$ cat src/sv/srrc_ram.sv
// Generic one-write, one-read RAM with registered read data.
module srrc_ram #(
    parameter int WIDTH = 8,
    parameter int DEPTH = 16
) (
    input  logic                     clk,
    input  logic                     we,
    input  logic [$clog2(DEPTH)-1:0] waddr,
    input  logic [WIDTH-1:0]         wdata,
    input  logic [$clog2(DEPTH)-1:0] raddr,
    output logic [WIDTH-1:0]         rdata
);
    logic [WIDTH-1:0] mem [DEPTH];

    always_ff @(posedge clk)
    begin
        if (we)
        begin
            mem[waddr] <= wdata;
        end
        rdata <= mem[raddr];
    end
endmodule

$ cat config.mk
export PLATFORM = sky130hd
export DESIGN_NAME = srrc_ram
export DESIGN_NICKNAME = d
export VERILOG_FILES = /design/src/sv/srrc_ram.sv
export SDC_FILE = /design/constraint.sdc
export NUM_CORES = 1
export LEC_CHECK = 0
export ABC_AREA = 1
export CAP_MARGIN = 0
export CORE_ASPECT_RATIO = 1.75
export CORE_MARGIN = 3
export CORE_UTILIZATION = 60
export CTS_CLUSTER_SIZE = 30
export DETAILED_ROUTE_END_ITERATION = 10
export DONT_BUFFER_PORTS = 1
export PLACE_DENSITY_LB_ADDON = 0.25
export SLEW_MARGIN = 20
export SYNTH_ARGS = -nofsm -noshare
export SYNTH_HDL_FRONTEND = slang
export SYNTH_SLANG_ARGS = --single-unit
$ cat constraint.sdc
create_clock -name clk -period 1.8 [get_ports clk]
set_clock_uncertainty 0.15 [all_clocks]
set_input_delay 0.36 -clock clk [delete_from_list [all_inputs] [get_ports clk]]
set_output_delay 0.36 -clock clk [all_outputs]
set_load 0.02 [all_outputs]
# --- Yosys cells after proc, flatten, opt, wreduce, memory -nomap -nowiden ---
# Memory sizes are Yosys's and may differ from the RTL's. A register that Yosys moved wholly into a read port is not among the register bits.
# Index checks and enable logic that the tools add are counted.
classes:
  n_div: 0
  mux: 2
  shift: 0
  reduce_logical: 0
  n_mul: 0
  bitwise_logic: 0
  add_sub_neg: 0
  n_eq_ne: 0
  magnitude_cmp: 0
ops:
  columns: ["cell", "count"]
  rows:
  - ["$mux 1", 2]
word_totals:
  ff_bits: 0
  in_bits: 18
  mem_count: 1
  rom_bits: 0
  ramBits: 128
  latchBits: 0
mem_list:
  columns: ["memory", "words", "word_bits", "read_ports", "rd_clocked_by_memory_dff", "write_ports", "line", "rtl"]
  rows:
  - ["mem", 16, 8, 1, 1, 1, "13", "logic [WIDTH-1:0] mem [DEPTH];"]

# --- Logic depth before layout (Yosys ltp) ---
# Gate-level depths: netlist (run 1).
logic_depth:
  word_depth: 2
  ltp_mapped: 8
  depth_no_buf: 7

# --- Worst setup path before layout (run 1) ---
# No wires, ideal clock.
synth_path:
  path_type: "input-to-reg"
  from: "input port waddr[2]"
  to: "memory mem[10][0] (enable)"
  setup_time_ps: 370
  required_ps: 1280
  arrival_ps: 941
  n_path_buf: 0
  setup_slack_ps: 339
  stages: 2
  path_cell_list: "nand3b_1 > nor2_1"
synth_rtl:
  columns: ["element", "line", "rtl"]
  rows:
  - ["start, declared", "8", "input logic [$clog2(DEPTH)-1:0] waddr,"]
  - ["end, declared", "13", null]
# No word-level cell before the write port.

# --- Worst setup path in the final report (run 1) ---
layout_path:
  from: "input port wdata[5]"
  to: "memory mem[4][5] (data pin)"
layout_rtl:
  columns: ["element", "line", "rtl"]
  rows:
  - ["start, declared", "9", "input logic [WIDTH-1:0] wdata,"]
# No word-level cell before the write port.

==> Implementation_results.wiki, run 1 <==
{| class="wikitable"
! Metric !! Value
|-
| Leftover overflow at the end of global routing || 0
|-
| Number of flops mapped to enable cells by yosys || 128
|-
| Time the final worst path needs with I/O delays and setup || 1490 ps
|-
| Root buffer cell || clkbuf_16
|-
| Post-route cell area || between 6000 and 7000 µm²
|-
| Number of buffers added by the clock tree synthesis step || 17
|-
| Maximum buffer depth of the clock tree || 2
|-
| Vias post-DR || 3,869
|-
| Worst path cell trace || dlygate4sd3_1
|-
| Die Area || 10,900 µm²
|-
| Part of the power in the clock network || 0.463
|-
| Slack of the critical path || 314 ps
|-
| WP buf/inv || 1
|-
| Max-cap viol count || 0
|-
| Count of standard-cell rows || between 40 and 50
|-
| Area of the mapped netlist || 5770 µm²
|-
| Clock sink count || around 140
|-
| Pin count of the biggest net entering global routing || 66
|-
| # hold bufs at CTS || 9
|-
| Final routed wirelength across all metal layers || 12,800 µm
|-
| Switching share of total power || 0.210
|-
| Primary flip-flop cell chosen by synthesis mapping || edfxtp_1
|-
| Synthesized flop and latch total || approximately 140
|-
| Delay contributed by the slowest stage of the critical path || 1070 ps
|-
| Diodes inserted || 0
|-
| Worst slack, placed || 256 ps
|-
| Final antenna-violating net count || 0
|-
| Dominant cell type by area after synthesis || edfxtp_1
|-
| Setup Fix Bufs, Post-CTS || 0
|-
| Filler Cells Inserted || 614
|-
| Synthesized netlist cell count || 551
|-
| Max FO, Critical Path || 16
|-
| Cell with the most instances after synthesis || nand2_1
|-
| Clk_lat worst skew || around 420 ps
|-
| Area of placed instances || 5920 µm²
|-
| Hold violation count in the final report || 0
|-
| Highest routed layer || met4
|-
| Final Setup Violations || 0
|-
| Initial standard-cell utilization of the core || 0.626
|-
| Max stage delay cell, worst path || dlygate4sd3_1
|-
| # H-tree levels || 4
|-
| Worst Path Class, Setup || input pin to flop
|-
| Sort of element at the end of the critical path || flop
|-
| Detailed-route wire length on metal 1 || 4400 µm
|-
| Core Footprint || 9210 µm²
|-
| Number of global-route vias before repair || 3,836
|-
| Yosys warning count || 0
|-
| CTS-repair resized insts || 0
|-
| Proportion of synthesized chip area in sequential cells || 0.694
|-
| Data arrival at the endpoint of the critical path || 1440 ps
|-
| Worst supply voltage drop on vdd || 0.994 mV
|-
| Top delay family on crit path || buffers and inverters
|-
| Setup repair after global routing missed its margin || false
|-
| Tightest Hold Check Type || input pin to flop
|-
| Synth Area per Inst || between 10 and 15 µm²
|-
| Internal cell power || approximately 5800 µW
|-
| Startpoint type of the worst setup path || input pin
|-
| Cell leakage power || between 0.002 and 0.003 µW
|-
| Quantity of I/O buffers inserted on ports || 0
|-
| Leading post-synthesis cells by cell area || edfxtp_1 67%, nand2_1 11%, nand3_1 8.4%
|-
| Number of I/O pins || 26
|-
| Maximum clock frequency || 0.673 GHz
|-
| Clock tree from TritonCTS || yes
|-
| Die boundary height || around 140 µm
|-
| Gp weighted congestion || 0.871
|-
| DRT Pass-1 Iters || 5
|-
| Routed WL per cell || 18.1 µm
|-
| Commonest cells post-synth || 173 x nand2_1, 128 x edfxtp_1, 100 x inv_1, 97 x nand3_1, 17 x nor2_1
|-
| Power per unit of standard cell area || 1120 nW/µm²
|-
| Routed length on met3 || 946 µm
|-
| All-Layer GR Usage || 0.262
|-
| Required time of the critical path || around 1800 ps
|-
| Vias/cell || 5.48
|-
| Fraction of registers with async set/reset || 0
|-
| Final net count || 592
|-
| Horizontal extent of the die || 80.1 µm
|-
| Area fraction of the dominant cell type after synthesis || 0.667
|-
| Final total power || 7350 µW
|-
| Met2 Routed Length || 6790 µm
|-
| Max-slew violation total from the final report || 0
|-
| Final-layout setup total negative slack || 0 ps
|-
| DRC errors left || 0
|-
| Share of final-layout standard cells stronger than drive strength 1 || 0.0836
|-
| Number of antenna violations at the first check in global routing || 0
|-
| Sw Pwr || between 1500 and 2000 µW
|-
| Part of the total power dissipated in sequential elements || 0.489
|-
| Number of nets in the synthesized netlist || 569
|-
| Slew Limit Headroom || 0.451
|-
| Number of different library cells in the post-synthesis netlist || 12
|-
| Status || finished, final reports clean
|-
| Starting DRC count in detailed routing || 348
|-
| Area Overhead vs Synth || 14.3%
|-
| Period Utilization, post-route || 0.825
|-
| Detailed-placement wirelength estimate || 7770 µm
|-
| Clock-pin slew on the worst setup and hold paths || 50 ps
|-
| R2r setup slk || 610 ps
|-
| Global-route wire length before repair || 20,000 µm
|-
| Measured slew at the worst slew-check pin || 820 ps
|-
| Logic pwr share || 0.048
|}
==> layout make-up <==
type                    instances  area, µm²  area share
flip-flops and latches        136       4000       0.607
repair buffers                 28        258      0.0391
clock inverters                13        156      0.0237
well taps                     120        150      0.0228
inverters                     102        383      0.0581
multi-input cells             289       1210       0.184
clock buffers                  18        429      0.0651
==> layout by cell type (no fill, tap or decap) <==
cell | synthesis | routed
buf_12 | 0 | 2
buf_4 | 4 | 17
bufinv_16 | 0 | 3
clkbuf_1 | 0 | 1
clkbuf_16 | 0 | 17
clkinv_1 | 0 | 2
clkinv_2 | 0 | 2
clkinv_4 | 0 | 3
clkinvlp_4 | 0 | 3
dfxtp_1 | 8 | 8
dlygate4sd3_1 | 0 | 9
edfxtp_1 | 128 | 128
inv_1 | 100 | 100
inv_2 | 2 | 2
nand2_1 | 173 | 173
nand3_1 | 97 | 97
nand3b_1 | 2 | 2
nor2_1 | 17 | 17
==> kinds of logic after synthesis <==
group	count (synthesis)	share of synthesized area
buffers and inverters	126	0.0952
DFF	136	0.694
and+or+nand+nor	289	0.210
==> through the flow <==
step | utilization | cells | hold WS (ps)
global placement | 0.643 | 666 | 310
global route | 0.716 | 706 | 20.3
detailed placement | 0.643 | 666 | 310
floorplan | - | 551 | 309
CTS | 0.716 | 706 | 15.0
finish | 0.716 | 706 | 37.4
==> registers in the layout, summed over array words and instances (netlist names) <==
signal,flops
mem,128
rdata,8
==> routing by layer <==
| layer | GRT usage | vias up |
|---|---|---|
| li1 | - | 1821 |
| met1 | 0.288 | 1827 |
| met2 | 0.447 | 175 |
| met3 | 0.0739 | 46 |
| met4 | 0.151 | 0 |
| met5 | 0 | - |
==> final timing paths <==
| kind | startpoint | end | cells after the start |
|---|---|---|---|
| max | wdata[5] | mem[4][5] | 1 |
| min reg2reg | mem[10][3] | rdata[3] | 6 |
| min | raddr[2] | rdata[4] | 3 |
| max reg2reg | mem[7][3] | rdata[3] | 6 |
==> power groups by stage <==
| stage | Combinational [µW] | Clock, µW | Sequential (µW) |
|---|---|---|---|
| after global placement | 274 | 0 | 3660 |
| after detailed placement | 280 | 0 | 3660 |
| after global routing | 393 | 3610 | 3600 |
| after floorplan | 250 | 0 | 3650 |
| final | 355 | 3400 | 3600 |
| after CTS | 352 | 3420 | 3600 |
Power figures use the tool's default switching activity.
==> run 2: changes to the inputs <==
Settings changed: CORE_UTILIZATION 60 to 57.
Clock period 1.8 ns to 1.3 ns, I/O delays scaled along.
==> run 2 against run 1 <==
Effect of this change: the flow now finishes with violations (hold timing); cell count grew 0.57%; critical path depth decreased by 1; total power up 39%; core utilization is 4.4 points lower; cell area grew 0.42%; clock power increased by 40%; highest routed layer unchanged.
==> Implementation_results.wiki, run 2 (synthesized netlist as in run 1, its figures left out) <==
{| class="wikitable"
! Metric !! Value
|-
| Count of standard-cell rows || 48
|-
| Number of buffers added by the clock tree synthesis step || 17
|-
| R2r setup slk || 110 ps
|-
| Quantity of I/O buffers inserted on ports || 0
|-
| Cell leakage power || 0.00286 µW
|-
| Horizontal extent of the die || 82.0 µm
|-
| Slew Limit Headroom || 0.515
|-
| Die Area || 11,400 µm²
|-
| Status || finished, violations left
|-
| DRT Pass-1 Iters || 6
|-
| Final Setup Violations || 0
|-
| Filler Cells Inserted || about 740
|-
| Max FFs per register || 128
|-
| Detailed-placement wirelength estimate || slightly above 8000 µm
|-
| Data arrival at the endpoint of the critical path || between 800 and 900 ps
|-
| Clock-pin slew on the worst setup and hold paths || 60 ps
|-
| Vias/cell || 5.35
|-
| Number of antenna violations at the first check in global routing || 0
|-
| Power per unit of standard cell area || 1540 nW/µm²
|-
| DRC errors left || 0
|-
| Vias post-DR || 3,795
|-
| Most frequent standard cell in the layout excluding fill and tap cells || nand2_1
|-
| Final core occ || 0.672
|-
| Hold violation count in the final report || 99
|-
| Final total power || 10,200 µW
|-
| Final routed wirelength across all metal layers || 13,300 µm
|-
| Max-cap viol count || 0
|-
| Routed WL per cell || ~19 µm
|-
| Time the final worst path needs with I/O delays and setup || 1250 ps
|-
| Largest reg by FF count || mem
|-
| Startpoint type of the worst setup path || flop
|-
| Commonest non-fill, non-tap cells in the layout || 173 x nand2_1, 128 x edfxtp_1, 100 x inv_1
|-
| Worst Min Path Start || wdata[6]
|-
| Final antenna-violating net count || 0
|-
| Clock sink count || between 100 and 150
|-
| Post-route cell area || 6620 µm²
|-
| Worst Path Class, Setup || flop to primary output
|-
| Share of final-layout standard cells stronger than drive strength 1 || 0.0974
|-
| # H-tree levels || 4
|-
| Measured slew at the worst slew-check pin || ~730 ps
|-
| Setup repair after global routing missed its margin || false
|-
| Tightest Hold Check Type || input pin to flop
|-
| Diodes inserted || 0
|-
| Worst hold slack || -210 ps
|-
| Die boundary height || between 100 and 150 µm
|-
| Final net count || 590
|-
| Required time of the critical path || 890 ps
|-
| Number of I/O pins || 26
|-
| Max FO, Critical Path || 1
|-
| Area of placed instances || 5980 µm²
|-
| Global-route wire length before repair || 20,700 µm
|-
| Violations in the final reports || hold timing
|-
| Gp weighted congestion || 0.883
|-
| FF-to-FF Start || mem[7][1]
|-
| Period Utilization, post-route || 0.964
|-
| Sort of element at the end of the critical path || primary output
|-
| Number of global-route vias before repair || roughly 3,700
|-
| Maximum buffer depth of the clock tree || 2
|-
| Clock tree from TritonCTS || yes
|-
| Leftover overflow at the end of global routing || 0
|-
| Root buffer cell || clkbuf_16
|-
| Largest registers || mem (128), rdata (8)
|-
| Area Overhead vs Synth || 14.8%
|-
| Maximum clock frequency || 0.798 GHz
|-
| Clk_lat worst skew || between 400 and 500 ps
|-
| Worst supply voltage drop on vdd || 1.55 mV
|-
| Core Footprint || 9850 µm²
|-
| All-Layer GR Usage || 0.257
|-
| Starting DRC count in detailed routing || roughly 340
|-
| Timing startpoint of the critical path || rdata[1]
|-
| Initial standard-cell utilization of the core || 0.585
|-
| Max-slew violation total from the final report || 0
|-
| Pin count of the biggest net entering global routing || 66
|}
run 2: cell types whose count changed in the layout (fill, tap and decap cells not counted), sizes merged:
cell	previous run	this run
dlygate4sd3	9	3
clkbuf	18	20
buf	19	21
dlymetal6s4s	0	2
clkinv	7	5
clkinvlp	3	4
run 2: path summary, 6_finish.rpt:
check / depth (start not counted) / endpoint
setup reg to reg: 6 / rdata[1]
hold reg to reg: 6 / rdata[5]
hold / removal: 0 / mem[14][6]
setup / recovery: 0 / rdata[1]
run 2: layout make-up:
type,count,area (µm²),area share
Timing Repair Buffer,26,263,0.0397
Multi-Input combinational cell,289,1230,0.185
Clock buffer,20,437,0.0659
Clock inverter,12,153,0.0231
Tap cell,125,156,0.0236
Inverter,102,383,0.0578
Sequential cell,136,4000,0.605
run 2: what timing repair did:
action	in CTS	in global routing
gates resized for setup	0	2
endpoints found under the setup margin	0	32
hold buffers	3	2
hold endpoints to repair	136	104
setup buffers	0	0
run 2: power by group:
group	switching, µW	internal (µW)
Clock	1760	3010
Sequential	67.3	4900
Combinational	296	164
Total	2120	8070
run 2: through the flow:
stage                     TNS (ps)  worst slack (ps)  hold WS (ps)  instances
after floorplan              -5200             -60.8           209        551
after global placement        -271             -14.3           210        673
after detailed placement      -909             -33.1           210        673
after CTS                        0              1.65          -224        708
after global routing             0              6.87          -228        710
final                            0              46.8          -210        710
run 2: worst reg2reg max path: stages (launching register included):
cell and delay [ps]:
edfxtp_1 360, inv_1 60, nand2_1 50, nand3_1 100, nand3_1 130, nand3_1 150, nand2_1 80
run 2: per-layer routing:
layer  up-vias  track usage  part of all wire
met1      1791        0.320              0.38
met5         -            0                 0
met4         0        0.112             0.033
li1       1816            -                 -
met2       154        0.417              0.52
met3        34       0.0637             0.066
